$ cat src/rtl/fsg_pkg.sv
`default_nettype none
// ----------------------------------------------------------------------------
// fsg_pkg
// Shared constants and command/status types for the falling sand grid step.
// ----------------------------------------------------------------------------
package fsg_pkg;
    localparam int DEF_GRID_WIDTH  = 64;
    localparam int DEF_GRID_HEIGHT = 64;
    localparam int DEF_GRAIN_SLOTS = 256;
    localparam int CNT_W           = 9;

    typedef enum logic [1:0] {
        ST_OK       = 2'd0,
        ST_FULL     = 2'd1,
        ST_OUTSIDE  = 2'd2,
        ST_OCCUPIED = 2'd3
    } status_t;

    typedef enum logic [3:0] {
        OP_NONE,
        OP_CLEAR,
        OP_SP_READ,
        OP_SP_PLACE,
        OP_ST_INIT,
        OP_ST_LOAD,
        OP_ST_PROBE_D,
        OP_ST_PROBE_L,
        OP_ST_PROBE_R,
        OP_ST_MOVE_CLR,
        OP_ST_MOVE_SET,
        OP_ST_SETTLE,
        OP_ST_DONE
    } op_t;

    typedef struct packed {
        op_t op;
    } cmd_t;

    typedef struct packed {
        logic walk_done;
        logic clear_done;
        logic hit;
    } stat_t;
endpackage
`default_nettype wire

$ cat src/rtl/fsg_ctrl.sv
`default_nettype none
// ----------------------------------------------------------------------------
// fsg_ctrl
// Sequencer for clearing, spawning and the grain walk.
// ----------------------------------------------------------------------------
module fsg_ctrl
    import fsg_pkg::*;
(
    input  wire logic  aclk,
    input  wire logic  aresetn,
    input  wire logic  in_valid,
    input  wire logic  in_command,
    output logic       in_ready,
    output logic       out_valid,
    input  wire logic  out_ready,
    output cmd_t       cmd,
    input  wire stat_t stat
);
    typedef enum logic [3:0] {
        S_CLEAR, S_IDLE, S_SP_READ, S_SP_PLACE, S_ST_INIT, S_LOAD, S_PD, S_PL, S_PR,
        S_PW, S_MOVE_CLR, S_MOVE_SET, S_SETTLE, S_DONE, S_OUT
    } state_t;
    state_t state_reg;

    assign in_ready  = (state_reg == S_IDLE);
    assign out_valid = (state_reg == S_OUT);

    always_comb begin
        case (state_reg)
            S_CLEAR:    cmd.op = OP_CLEAR;
            S_SP_READ:  cmd.op = OP_SP_READ;
            S_SP_PLACE: cmd.op = OP_SP_PLACE;
            S_ST_INIT:  cmd.op = OP_ST_INIT;
            S_LOAD:     cmd.op = OP_ST_LOAD;
            S_PD:       cmd.op = OP_ST_PROBE_D;
            S_PL:       cmd.op = OP_ST_PROBE_L;
            S_PR:       cmd.op = OP_ST_PROBE_R;
            S_MOVE_CLR: cmd.op = OP_ST_MOVE_CLR;
            S_MOVE_SET: cmd.op = OP_ST_MOVE_SET;
            S_SETTLE:   cmd.op = OP_ST_SETTLE;
            S_DONE:     cmd.op = OP_ST_DONE;
            default:    cmd.op = OP_NONE;
        endcase
    end

    always_ff @(posedge aclk) begin
        if (!aresetn) begin
            state_reg <= S_CLEAR;
        end else begin
            case (state_reg)
                S_CLEAR:    if (stat.clear_done) state_reg <= S_IDLE;
                S_IDLE:     if (in_valid) state_reg <= in_command ? S_ST_INIT : S_SP_READ;
                S_SP_READ:  state_reg <= S_SP_PLACE;
                S_SP_PLACE: state_reg <= S_OUT;
                S_ST_INIT:  state_reg <= S_LOAD;
                S_LOAD:     state_reg <= stat.walk_done ? S_DONE : S_PD;
                S_PD:       state_reg <= S_PL;
                S_PL:       state_reg <= stat.hit ? S_MOVE_CLR : S_PR;
                S_PR:       state_reg <= stat.hit ? S_MOVE_CLR : S_PW;
                S_PW:       state_reg <= stat.hit ? S_MOVE_CLR : S_SETTLE;
                S_MOVE_CLR: state_reg <= S_MOVE_SET;
                S_MOVE_SET: state_reg <= S_LOAD;
                S_SETTLE:   state_reg <= S_LOAD;
                S_DONE:     state_reg <= S_OUT;
                S_OUT:      if (out_ready) state_reg <= S_IDLE;
                default:    state_reg <= S_IDLE;
            endcase
        end
    end
endmodule
`default_nettype wire

$ cat config.mk
export PLATFORM = sky130hd
export DESIGN_NAME = fsg_ctrl
export DESIGN_NICKNAME = d
export VERILOG_FILES = /design/src/rtl/fsg_pkg.sv /design/src/rtl/fsg_ctrl.sv
export SDC_FILE = /design/constraint.sdc
export NUM_CORES = 1
export LEC_CHECK = 0
export BUFFER_PORTS_ARGS = -buffer_cell sky130_fd_sc_hd__buf_4
export CAP_MARGIN = 20
export CELL_PAD_IN_SITES_DETAIL_PLACEMENT = 1
export CELL_PAD_IN_SITES_GLOBAL_PLACEMENT = 1
export CORE_MARGIN = 10
export CORE_UTILIZATION = 25
export CTS_CLUSTER_SIZE = 12
export DETAILED_ROUTE_END_ITERATION = 8
export PLACE_DENSITY_LB_ADDON = 0.1
export SETUP_SLACK_MARGIN = 0.02
export SLEW_MARGIN = 20
export SYNTH_ARGS = -nofsm -noshare
export SYNTH_HDL_FRONTEND = slang
export SYNTH_SLANG_ARGS = --single-unit
$ cat constraint.sdc
create_clock -name aclk -period 6.2 [get_ports aclk]
set_clock_uncertainty 0.15 [all_clocks]
set_input_delay 1.24 -clock aclk [delete_from_list [all_inputs] [get_ports aclk]]
set_output_delay 1.24 -clock aclk [all_outputs]
set_load 0.1 [all_outputs]
# Word level (Yosys, flattened, before mapping)
# Memories as Yosys holds them, arrays and structs flattened. A register that Yosys moved wholly into a read port is not among the register bits.
# Cells that the tools add are included.
op_classes:
  n_addsub: 0
  multipliers: 0
  n_div: 0
  magnitude_cmp: 0
  n_eq_ne: 17
  n_shift: 0
  mux: 11
  bitwise: 0
  reduce_logical: 4
ops:
  columns: ["op", "n"]
  rows:
  - ["$pmux 4 s12", 1]
  - ["$eq 4x4->1 const B", 7]
  - ["$mux 4", 6]
  - ["$eq 4x3->1 const B", 4]
  - ["$eq 4x2->1 const B", 2]
  - ["$mux 3", 2]
  - ["$eq 4x1->1 const B", 1]
  - ["$logic_not 4->1", 1]
  - ["$mux 2", 2]
  - ["$ne 2x2->1 const B", 2]
  - ["$reduce_and 3->1", 1]
  - ["$reduce_or 3->1", 1]
  - ["$ne 2x1->1 const B", 1]
  - ["$reduce_or 2->1", 1]
totals:
  ff_bits: 4
  latchBits: 0
  mem_bits_rw: 0
  romBits: 64
  inputBits: 8
  out_inout_bits: 6
  elab_cells: 34
  n_memories: 1
mem_list:
  columns: ["memory", "words", "word_bits", "rd", "rd_clocked_by_memory_dff", "write_ports", "line", "text"]
  rows:
  - ["(no name shown)", 16, 4, 1, 1, 0, "fsg_ctrl.sv:29", "case (state_reg)"]

# Longest topological paths before layout
# Gate-level depths: netlist of the first run.
depth:
  ltp_word: 5
  ltp_mapped: 9
  mapped_depth_nobuf: 8

# Least setup slack after synthesis of the first run
# OpenSTA, ideal clock, no wires.
synth_timing:
  path_type: "reg-to-output"
  startpoint: "register state_reg[1]"
  endpoint: "output in_ready"
  arrival_ps: 2564
  required_ps: 4810
  setup_slack_ps: 2246
  path_stages_with_launch: 3
  path_buffers: 1
  path_cell_list: "dfxtp_1 buf_6 nor3_1"
synth_between:
  elab_chain_len: 1
synth_rtl:
  columns: ["element", "line", "text"]
  rows:
  - ["from (decl)", "fsg_ctrl.sv:23", "state_t state_reg;"]
  - ["from (signal assigned)", "fsg_ctrl.sv:52", "S_IDLE: if (in_valid) state_reg <= in_command ? S_ST_INIT : S_SP_READ;"]
  - ["from (signal assigned)", "fsg_ctrl.sv:56", "S_LOAD: state_reg <= stat.walk_done ? S_DONE : S_PD;"]
  - ["from (signal assigned)", "fsg_ctrl.sv:58", "S_PL: state_reg <= stat.hit ? S_MOVE_CLR : S_PR;"]
  - ["$eq 4x1->1", "fsg_ctrl.sv:25", "assign in_ready = (state_reg == S_IDLE);"]
  - ["to (decl)", "fsg_ctrl.sv:13", "output logic in_ready,"]
# No other way between the ends.

# Worst setup path after layout of the first run
layout_timing:
  startpoint: "register state_reg[3]"
  endpoint: "output in_ready"
# The elaborated chain is that of the path after synthesis.

==> qor.log, run 1 <==
qor: clocking.postCtsSetupRepairBufs 0
qor: setup_path.r2r_start state_reg[2]
qor: setup_path.worst-r2r-cell-count 8
qor: drt.drc 0
qor: yosys.synth_enable_flop_cells 0
qor: sta.timing_worst_slew_pin_value 0.5620 ns
qor: clocking.numClockSinks 8
qor: final_layout.final_layout_size_suffix_gt1_share 34.83%
qor: floorplanning.rows 19
qor: global_routing.grt_start_max_net_pins 15
qor: drt.ant_nets 0
qor: setup_path.timing.critical_path.arrival 1.46 ns
qor: sta.period_minus_slack 2.852 ns
qor: place.place_congestion 0.7301
qor: global_routing.grt.total_usage 7.221%
qor: floorplanning.fp.coreArea 2734 µm²
qor: hold_path.hold_ep state_reg[0]
qor: drt.route.detailed.wl_per_inst 14.96 µm
qor: job.maxCapViolCount 0
qor: hold_path.class_of_the_most_critical_hold_timing_path flip-flop to flip-flop
qor: final_layout.area.growth.synth_to_final 16.08%
qor: final_layout.antennaDiodeCount 0
qor: yosys.ys_top_cells_by_count 8 x dfxtp_1, 6 x inv_1, 5 x a21oi_1, 5 x mux2i_1
qor: floorplanning.die_w 73.23 µm
qor: global_routing.number_of_global_route_vias_before_repair 668
qor: yosys.cells_taking_the_most_area_after_synthesis dfxtp_1 23%, ha_1 7.1%, mux2i_1 7.1%
qor: clocking.cts-resized-gates 0
qor: final_layout.final_core_area_utilization 30.07%
qor: setup_path.crit_path_max_fanout 14
qor: sta.final_worst_path_cycle_share 46.00%
qor: hold_path.timing.hold.worst.start state_reg[0]
qor: place.detailed_place_hpwl 1500 µm
qor: yosys.synthesis.yosys.warnings 0
qor: yosys.post_synth_instance_area 708.2 µm²
qor: clocking.htree_levels 1
qor: setup_path.timing_worst_setup_path_type flip-flop to primary output
qor: sta.fin_setup_tns 0 ns
qor: setup_path.setup.worst_path.start_class flip-flop
qor: drt.dr.pass1.iters 2
qor: yosys.syn-mean-instance-area 9.197 µm²
qor: hold_path.hold_path_depth 2
qor: sta.grt_setup_unrepaired no
qor: yosys.synthCells 77
qor: global_routing.global_route_wire_length_before_repair 3118 µm
qor: sta.timing.final.setup_violations 0
qor: yosys.yosys.cell_types.count 39
qor: global_routing.grt-ovfl-total 0
qor: yosys.synth_seq_cells 8
qor: floorplanning.floorplan.io_pins 14
qor: setup_path.crit_required 4.81 ns
qor: setup_path.regToRegEndpoint cmd[0]
qor: place.port-buffer-count 13
qor: final_layout.fin_nets 103
qor: yosys.postSynth.topFlopCell dfxtp_1
qor: sta.fmaxAchievable 350.6 MHz
qor: setup_path.worst-r2r-setup-slack 3.78 ns
qor: floorplanning.initial_core_util 25.90%
qor: floorplanning.design.die.area 5362 µm²
qor: power.leakage 0.3509 nW
qor: clocking.cts_buf_count 3
qor: sta.timing.final.max_slew_violations 0
qor: drt.route.vias.total 609
qor: drt.drt_wl_total 1795 µm
qor: yosys.yosysSeqAreaShare 22.61%
qor: yosys.synthMostInstantiatedCell dfxtp_1
qor: power.p_per_area 170.8 nW/µm²
qor: drt.route.detailed.vias_per_inst 5.075
qor: clocking.clock_latency 0.25 ns
qor: outcome.status completed
qor: clocking.max-clock-path-buffers 2
qor: setup_path.timing.critical_path.to_type primary output
qor: clocking.cts-hold-fix-buffers 0
qor: power.power 0.1404 mW
qor: sta.hold_viol 0
qor: yosys.synth_top_cell_area_share 22.61%
qor: yosys.synthArstFlopShare 0%
qor: floorplanning.die_h 73.23 µm
qor: clocking.clkTransAtPathRegs 0.06 ns
qor: sta.slew_headroom 62.48%
qor: drt.drt_iter0_markers 33
qor: yosys.yosysTopAreaCell dfxtp_1
qor: clocking.clock-root-buffer clkbuf_4
qor: yosys.syn-num-nets 89
qor: clocking.cts_tree yes
qor: global_routing.grt_antenna_before_repair 0
qor: power.power.ir.vdd_worst 0.1218 mV
[metal layers]
| metal | up-vias | track usage, % | share of wire [%] |
|---|---|---|---|
| li1 | 304 | - | - |
| met1 | 293 | 8.609 | 46 |
| met2 | 12 | 12.23 | 49 |
| met3 | 0 | 2.449 | 4.8 |
| met4 | 0 | 1.266 | 0 |
| met5 | - | 0 | 0 |
[layout make-up]
type | count | area, µm²
fill | 318 | 1912
multi-input combinational | 58 | 476.7
sequential | 8 | 160.2
timing repair buffer | 13 | 97.59
tap | 31 | 38.79
inverter | 7 | 26.28
clock buffer | 3 | 22.52
[worst max-delay path: stages, from the launching register on]
cell      delay [ns]
dfxtp_1         0.48
nand2b_1        0.26
nor3_1          0.15
buf_4           0.32
[where the power goes]
part / switching, mW / total, mW / leakage [nW] / internal (mW)
clock network: 0.0168 / 0.0389 / 0.0138 / 0.0221
registers: 0.00375 / 0.0574 / 0.0651 / 0.0536
logic: 0.0289 / 0.0441 / 0.272 / 0.0152
total: 0.0495 / 0.140 / 0.351 / 0.0909
[logic make-up after synthesis]
logic type | synth area share [%]
AOI/OAI and AO/OA | 32.16
adders and majority gates | 7.067
buffers and inverters | 10.07
DFF | 22.61
muxes | 7.067
and+or+nand+nor | 21.02
[how the worst max path moves through the flow]
stage	slack, ns	to	from
after floorplan	2.25	in_ready	state_reg[1]
after global placement	3.18	cmd[0]	stat[2]
after detailed placement	3.17	cmd[0]	stat[2]
after CTS	3.30	in_ready	state_reg[3]
after global routing	3.19	out_valid	state_reg[3]
final	3.35	in_ready	state_reg[3]
[per-stage QoR]
step                hold WS (ns)  std cells  cell area (µm²)  setup WS, ns
floorplan                 0.5043         77            708.2         2.246
global placement          0.6042        117            799.5         3.181
detailed placement        0.6022        117            799.5         3.169
CTS                       0.6064        120            822.0         3.301
global route              0.6650        120            822.0         3.193
finish                    0.5856        120            822.0         3.348
[placed cells by master (no fill, tap or decap), drive strengths merged, types with 2 or more instances in the layout]
cell type / n
o21ai: 5
nand2: 5
and2: 2
inv: 7
a311oi: 2
nor2: 4
dfxtp: 8
clkbuf: 3
ha: 4
o21a: 2
mux2i: 5
o31ai: 2
a21oi: 6
nor3: 2
o32ai: 2
nand2b: 5
a22oi: 2
buf: 13
Power figures use the tool's default switching activity.
==> inputs of run 2 (changes only) <==
==> constraint.sdc (replaced) <==
create_clock -name aclk -period 2.95 [get_ports aclk]
set_clock_uncertainty 0.15 [all_clocks]
set_input_delay 0.59 -clock aclk [delete_from_list [all_inputs] [get_ports aclk]]
set_output_delay 0.59 -clock aclk [all_outputs]
set_load 0.1 [all_outputs]
==> run 2 against run 1 <==
  * Worst setup slack lost 2.9 ns
  * Non-clock buffer count stayed put
  * Critical path depth grew 5
  * First-iteration DRC count fell by 61%
  * Largest cell class unchanged
==> qor.log, run 2 (same netlist as run 1, synthesis figures left out) <==
qor: floorplanning.fp.coreArea 2734 µm² [unchanged]
qor: setup_path.critPathBufInv 1 [unchanged]
qor: floorplanning.design.die.area 5362 µm² [unchanged]
qor: sta.slew_headroom 61.17% [was 62.48%]
qor: drt.dr.pass1.iters 4 [was 2]
qor: drt.ant_nets 0 [unchanged]
qor: sta.fmaxAchievable 405.8 MHz
qor: clocking.clock-root-buffer clkbuf_4 [unchanged]
qor: global_routing.number_of_global_route_vias_before_repair 604 [was 668]
qor: sta.timing_worst_slew_pin_value 0.5816 ns [was 0.5620 ns]
qor: setup_path.crit_path_max_fanout 13 [was 14]
qor: sta.final_worst_path_cycle_share 83.53%
qor: final_layout.final_core_area_utilization 30.25% [was 30.07%]
qor: sta.hold_slack 0.4738 ns [was 0.5856 ns]
qor: global_routing.grt.met1_usage 9.286% [was 8.609%]
qor: power.leakage 0.3547 nW [was 0.3509 nW]
qor: final_layout.fin_nets 103 [unchanged]
qor: hold_path.class_of_the_most_critical_hold_timing_path primary input to flip-flop [was flip-flop to flip-flop]
qor: sta.timing.final.max_slew_violations 0 [unchanged]
qor: setup_path.crit_chain mux2i_1 > a211o_1 > o21ai_1 > o31ai_2 > inv_1 > ha_1 > mux2i_1 > mux2i_1 [was nand2b_1 > nor3_1 > buf_4]
qor: final_layout.mostFrequentLayoutCell buf_4 [unchanged]
qor: power.p_per_area 362.6 nW/µm² [was 170.8 nW/µm²]
qor: global_routing.global_route_wire_length_before_repair 3049 µm [was 3118 µm]
qor: setup_path.timing_worst_setup_path_type flip-flop to flip-flop [was flip-flop to primary output]
qor: drt.drt_iter0_markers 13 [was 33]
qor: drt.drt_wl_total 1887 µm [was 1795 µm]
qor: sta.grt_setup_unrepaired no [unchanged]
qor: sta.timing.final.setup_violations 0 [unchanged]
qor: final_layout.commonest_non_fill_non_tap_cells_in_the_layout 13 x buf_4, 8 x dfxtp_1, 6 x inv_1 [unchanged]
qor: clocking.cts_tree yes [unchanged]
qor: floorplanning.floorplan.io_pins 14 [unchanged]
qor: job.maxCapViolCount 0 [unchanged]
qor: global_routing.grt_antenna_before_repair 0 [unchanged]
qor: clocking.cts_buf_count 3 [unchanged]
qor: setup_path.timing.critical_path.to_type flip-flop [was primary output]
qor: setup_path.largest_delay_share_family_worst_path flip-flops [unchanged]
qor: setup_path.worst_path_largest_cell_delay 0.69 ns [was 0.48 ns]
qor: floorplanning.die_w 73.23 µm [unchanged]
qor: clocking.clock_latency 0.25 ns [about the same]
qor: place.port-buffer-count 13 [unchanged]
qor: hold_path.timing.hold.worst.start aresetn [was state_reg[0]]
qor: sta.period_minus_slack 2.464 ns
qor: place.place_congestion 0.7954 [was 0.7301]
qor: drt.route.detailed.wl_per_inst 15.73 µm [was 14.96 µm]
qor: outcome.status completed [unchanged]
qor: drt.drc 0 [unchanged]
qor: sta.hold_viol 0 [unchanged]
qor: clocking.htree_levels 1 [unchanged]
qor: setup_path.startpoint state_reg[2] [was state_reg[3]]
qor: floorplanning.initial_core_util 25.90% [unchanged]
qor: clocking.numClockSinks 8 [unchanged]
qor: floorplanning.rows 19 [unchanged]
qor: global_routing.grt-ovfl-total 0 [unchanged]
qor: global_routing.most_crowded_layer_gr met2 [unchanged]
qor: global_routing.grt.total_usage 7.190% [was 7.221%]
qor: final_layout.antennaDiodeCount 0 [unchanged]
qor: clocking.cts-hold-fix-buffers 0 [unchanged]
qor: place.detailed_place_hpwl 1494 µm [was 1500 µm]
qor: sta.fin_setup_tns 0 ns [unchanged]
qor: final_layout.finalNonFillerCells 120 [unchanged]
qor: place.placed_cells 117 [unchanged]
qor: drt.route.vias.total 606 [was 609]
qor: global_routing.grtUsageMet3 1.633% [was 2.449%]
qor: floorplanning.die_h 73.23 µm [unchanged]
qor: drt.route.detailed.vias_per_inst 5.050 [was 5.075]
qor: power.power.ir.vdd_worst 0.2076 mV [was 0.1218 mV]
qor: clocking.max-clock-path-buffers 2 [unchanged]
qor: final_layout.final_layout_size_suffix_gt1_share 35.96% [was 34.83%]
qor: setup_path.timing.critical_path.arrival 2.45 ns [was 1.46 ns]
qor: setup_path.critical-path-top-cell-by-count mux2i_1
qor: final_layout.area.growth.synth_to_final 16.78% [was 16.08%]
qor: setup_path.setup.worst_path.start_class flip-flop [unchanged]
qor: global_routing.use_met2 10.70% [was 12.23%]
qor: global_routing.grt_start_max_net_pins 15 [unchanged]
qor: setup_path.crit_required 2.94 ns [was 4.81 ns]
qor: clocking.postCtsSetupRepairBufs 0 [unchanged]
qor: setup_path.critical-path-slowest-cell dfxtp_1 [unchanged]
qor: setup_path.r2r_start state_reg[2] [unchanged]
qor: clocking.cts-resized-gates 0 [unchanged]
qor: clocking.clkTransAtPathRegs 0.06 ns [about the same]
[run 2: changes by cell type in the layout (fill, tap and decap cells not counted)]
cell / delta
nor3_1: -1
nor3_2: +1
[run 2: worst register-to-register path, cell delays in order, from the launching register on]
cell	delay, ns
dfxtp_1	0.69
mux2i_1	0.25
a211o_1	0.15
o21ai_1	0.10
o31ai_2	0.38
inv_1	0.12
ha_1	0.29
mux2i_1	0.15
mux2i_1	0.08
[run 2: path summary, 6_finish.rpt]
check	end	slack, ns	cells after the start
setup / recovery	cmd[0]	0.49	8
hold / removal	state_reg[1]	0.47	3
setup reg to reg	cmd[0]	0.49	8
hold reg to reg	state_reg[0]	0.64	2
[run 2: cell type report]
cell class | instances | area [µm²]
clock buffer | 3 | 22.52
inverter | 7 | 26.28
sequential | 8 | 160.2
timing repair buffer | 13 | 97.59
fill | 326 | 1907
tap | 31 | 38.79
multi-input combinational | 58 | 481.7
[run 2: report_power, final]
| group | leakage, nW | switching, mW | total (mW) | internal (mW) |
|---|---|---|---|---|
| logic | 0.276 | 0.0624 | 0.0947 | 0.0323 |
| registers | 0.0651 | 0.00885 | 0.122 | 0.113 |
| clock network | 0.0138 | 0.0372 | 0.0837 | 0.0466 |
| total | 0.355 | 0.108 | 0.300 | 0.192 |
[run 2: routing by layer]
metal / wire (µm) / share of wire, %
met5: 0 / 0
met1: 927 / 49
met2: 885 / 47
met4: 0 / 0
met3: 74 / 3.9
[run 2: stage by stage]
step	worst slack, ns	instance area [µm²]	total power [mW]
after floorplan	0.3558	713.2	0.1953
after global placement	0.5538	804.5	0.2185
after detailed placement	0.4865	804.5	0.2183
after CTS	0.4697	827.0	0.3032
after global routing	0.2785	827.0	0.3161
final	0.4860	827.0	0.2999
==> inputs of run 3 (changes only) <==
==> constraint.sdc (replaced) <==
create_clock -name aclk -period 2.6 [get_ports aclk]
set_clock_uncertainty 0.15 [all_clocks]
set_input_delay 0.52 -clock aclk [delete_from_list [all_inputs] [get_ports aclk]]
set_output_delay 0.52 -clock aclk [all_outputs]
set_load 0.1 [all_outputs]
==> run 3 against run 2 <==
  * Largest cell class unchanged
  * Global-route usage increased by 0.21 points
  * Flip-flop and latch count unchanged
  * First-iteration DRC count unchanged
  * Core utilization increased by 0.82 points
  * Sequential share of layout area decreased by 0.51 points
  * Worst hold slack got worse by 0.060 ns
  * Design area increased by 2.7%
==> qor.log, run 3 (same netlist as run 1, synthesis figures left out) <==
qor: power.power.combinational.fraction 31.7% [was 31.6%]
qor: floorplanning.die_w 73.23 µm [unchanged]
qor: setup_path.crit_path_max_fanout 13 [unchanged]
qor: sta.timing.final.max_slew_violations 0 [unchanged]
qor: global_routing.number_of_global_route_vias_before_repair 631 [was 604]
qor: place.detailed_place_hpwl 1543 µm [was 1494 µm]
qor: setup_path.setup.worst_path.start_class flip-flop [unchanged]
qor: setup_path.critical-path-top-cell-by-count mux2i_1 [unchanged]
qor: sta.timing.final.setup_violations 0 [unchanged]
qor: clocking.clkTransAtPathRegs 0.05 ns [was 0.06 ns]
qor: place.place_congestion 0.7706 [was 0.7954]
qor: global_routing.grt_antenna_before_repair 0 [unchanged]
qor: floorplanning.floorplan.io_pins 14 [unchanged]
qor: setup_path.critical-path-slowest-cell dfxtp_1 [unchanged]
qor: job.maxCapViolCount 0 [unchanged]
qor: setup_path.crit_chain mux2i_1 > a211o_1 > o21ai_1 > o31ai_2 > inv_1 > ha_1 > mux2i_1 > mux2i_1 [unchanged]
qor: final_layout.num-fill-cells 327 [was 326]
qor: drt.route.vias.total 609 [was 606]
qor: power.power 0.3388 mW [was 0.2999 mW]
qor: power.leakage 0.3710 nW [was 0.3547 nW]
qor: drt.dr.pass1.iters 3 [was 4]
qor: hold_path.class_of_the_most_critical_hold_timing_path primary input to flip-flop [unchanged]
qor: outcome.status completed [unchanged]
qor: power.power.ir.vdd_worst 0.2679 mV [was 0.2076 mV]
qor: clocking.htree_levels 1 [unchanged]
qor: floorplanning.rows 19 [unchanged]
qor: global_routing.grt-ovfl-total 0 [unchanged]
qor: final_layout.antennaDiodeCount 0 [unchanged]
qor: power.net_sw_share 35.70% [was 36.14%]
qor: power.seqPwrFrac 40.5% [about the same]
qor: sta.timing_worst_slew_pin_value 0.5818 ns [was 0.5816 ns]
qor: setup_path.crit_required 2.59 ns [was 2.94 ns]
qor: power.internal_power 0.2178 mW [was 0.1915 mW]
qor: sta.slew_headroom 61.16% [was 61.17%]
qor: drt.ant_nets 0 [unchanged]
qor: clocking.cts_buf_count 3 [unchanged]
qor: place.port-buffer-count 13 [unchanged]
qor: clocking.postCtsSetupRepairBufs 0 [unchanged]
qor: final_layout.multi_input_comb_area 481.7 µm² [unchanged]
qor: final_layout.area.growth.synth_to_final 19.96% [was 16.78%]
qor: sta.fmaxAchievable 435.8 MHz [was 405.8 MHz]
qor: final_layout.mostFrequentLayoutCell buf_4 [unchanged]
qor: final_layout.commonest_non_fill_non_tap_cells_in_the_layout 16 x buf_4, 8 x dfxtp_1, 6 x inv_1 [was 13 x buf_4, 8 x dfxtp_1, 6 x inv_1]
qor: place.placed_cells 120 [was 117]
qor: drt.route.detailed.vias_per_inst 4.951 [was 5.050]
qor: global_routing.grt_start_max_net_pins 14 [was 15]
qor: sta.grt_setup_unrepaired no [unchanged]
qor: clocking.cts-hold-fix-buffers 0 [unchanged]
qor: clocking.cts-resized-gates 0 [unchanged]
qor: clocking.clock_latency 0.25 ns [about the same]
qor: floorplanning.fp.coreArea 2734 µm² [unchanged]
qor: setup_path.timing_worst_setup_path_type flip-flop to flip-flop [unchanged]
qor: clocking.cts_tree yes [unchanged]
qor: setup_path.timing.critical_path.to_type flip-flop [unchanged]
qor: power.p_per_area 398.7 nW/µm² [was 362.6 nW/µm²]
qor: clocking.clock-root-buffer clkbuf_4 [unchanged]
qor: global_routing.global_route_wire_length_before_repair 3160 µm [was 3049 µm]
qor: drt.route.detailed.wl_per_inst 15.22 µm [was 15.73 µm]
qor: final_layout.fin_nets 106 [was 103]
qor: drt.drt_iter0_markers 13 [unchanged]
qor: drt.drt_wl_total 1872 µm [was 1887 µm]
qor: final_layout.final_layout_size_suffix_gt1_share 38.04% [was 35.96%]
qor: floorplanning.design.die.area 5362 µm² [unchanged]
qor: floorplanning.die_h 73.23 µm [unchanged]
qor: sta.fin_setup_tns 0 ns [unchanged]
qor: setup_path.critPathBufInv 1 [unchanged]
qor: setup_path.worst_path_largest_cell_delay 0.68 ns [was 0.69 ns]
qor: drt.drc 0 [unchanged]
qor: clocking.max-clock-path-buffers 2 [unchanged]
qor: setup_path.largest_delay_share_family_worst_path flip-flops [unchanged]
qor: final_layout.finalNonFillerCells 123 [was 120]
qor: final_layout.seqCellArea 160.2 µm² [unchanged]
qor: sta.final_worst_path_cycle_share 88.25% [was 83.53%]
qor: setup_path.timing.critical_path.arrival 2.28 ns [was 2.45 ns]
qor: sta.hold_viol 0 [unchanged]
qor: sta.period_minus_slack 2.294 ns [was 2.464 ns]
qor: clocking.numClockSinks 8 [unchanged]
qor: floorplanning.initial_core_util 25.90% [unchanged]
qor: power.clock_power_share 27.8% [was 27.9%]
qor: global_routing.grt.total_usage 7.404% [was 7.190%]
qor: power.netSwitchingPower 0.1209 mW [was 0.1084 mW]
-- run 3: changes by cell type in the layout (fill, tap and decap cells not counted), sizes merged --
cell	previous run	this run
buf	13	16
-- run 3: worst paths after layout --
check | from | endpoint | slack [ns] | cells after the start
min reg2reg | state_reg[0] | state_reg[0] | 0.62 | 2
max reg2reg | state_reg[2] | cmd[0] | 0.31 | 8
max | state_reg[2] | cmd[0] | 0.31 | 8
min | aresetn | state_reg[1] | 0.41 | 3
-- run 3: through the flow --
| step | hold slack [ns] | utilization (%) | setup slack (ns) | cell area, µm² |
|---|---|---|---|---|
| global route | 0.4263 | 31.08 | 0.1064 | 849.6 |
| detailed placement | 0.6163 | 30.25 | 0.2946 | 827.0 |
| global placement | 0.6183 | 30.25 | 0.2944 | 827.0 |
| finish | 0.4143 | 31.08 | 0.3056 | 849.6 |
| floorplan | 0.5043 | - | 0.07581 | 713.2 |
| CTS | 0.4040 | 31.08 | 0.2863 | 849.6 |
-- run 3: per-layer routing --
layer  track usage, %  share of wire, %
met1            9.349                49
met5                0                 0
met3            2.585               4.5
met2            11.56                46
met4            1.899              0.59
-- run 3: area by class of cell --
class	count	area share [%]
Sequential cell	8	18.85
Tap cell	31	4.566
Multi-Input combinational cell	58	56.70
Inverter	7	3.093
Timing Repair Buffer	16	14.14
Clock buffer	3	2.651
-- run 3: tightest hold or removal path: stages --
cell,delay (ns)
buf_4,0.11
nand2_1,0.08
o31ai_1,0.07
-- run 3: power by group through the flow --
stage / Combinational (mW) / Clock, mW / Sequential (mW)
after floorplan: 0.0685 / 0 / 0.153
after global placement: 0.109 / 0 / 0.140
after detailed placement: 0.108 / 0 / 0.140
after CTS: 0.109 / 0.100 / 0.137
after global routing: 0.117 / 0.108 / 0.138
final: 0.108 / 0.0942 / 0.137
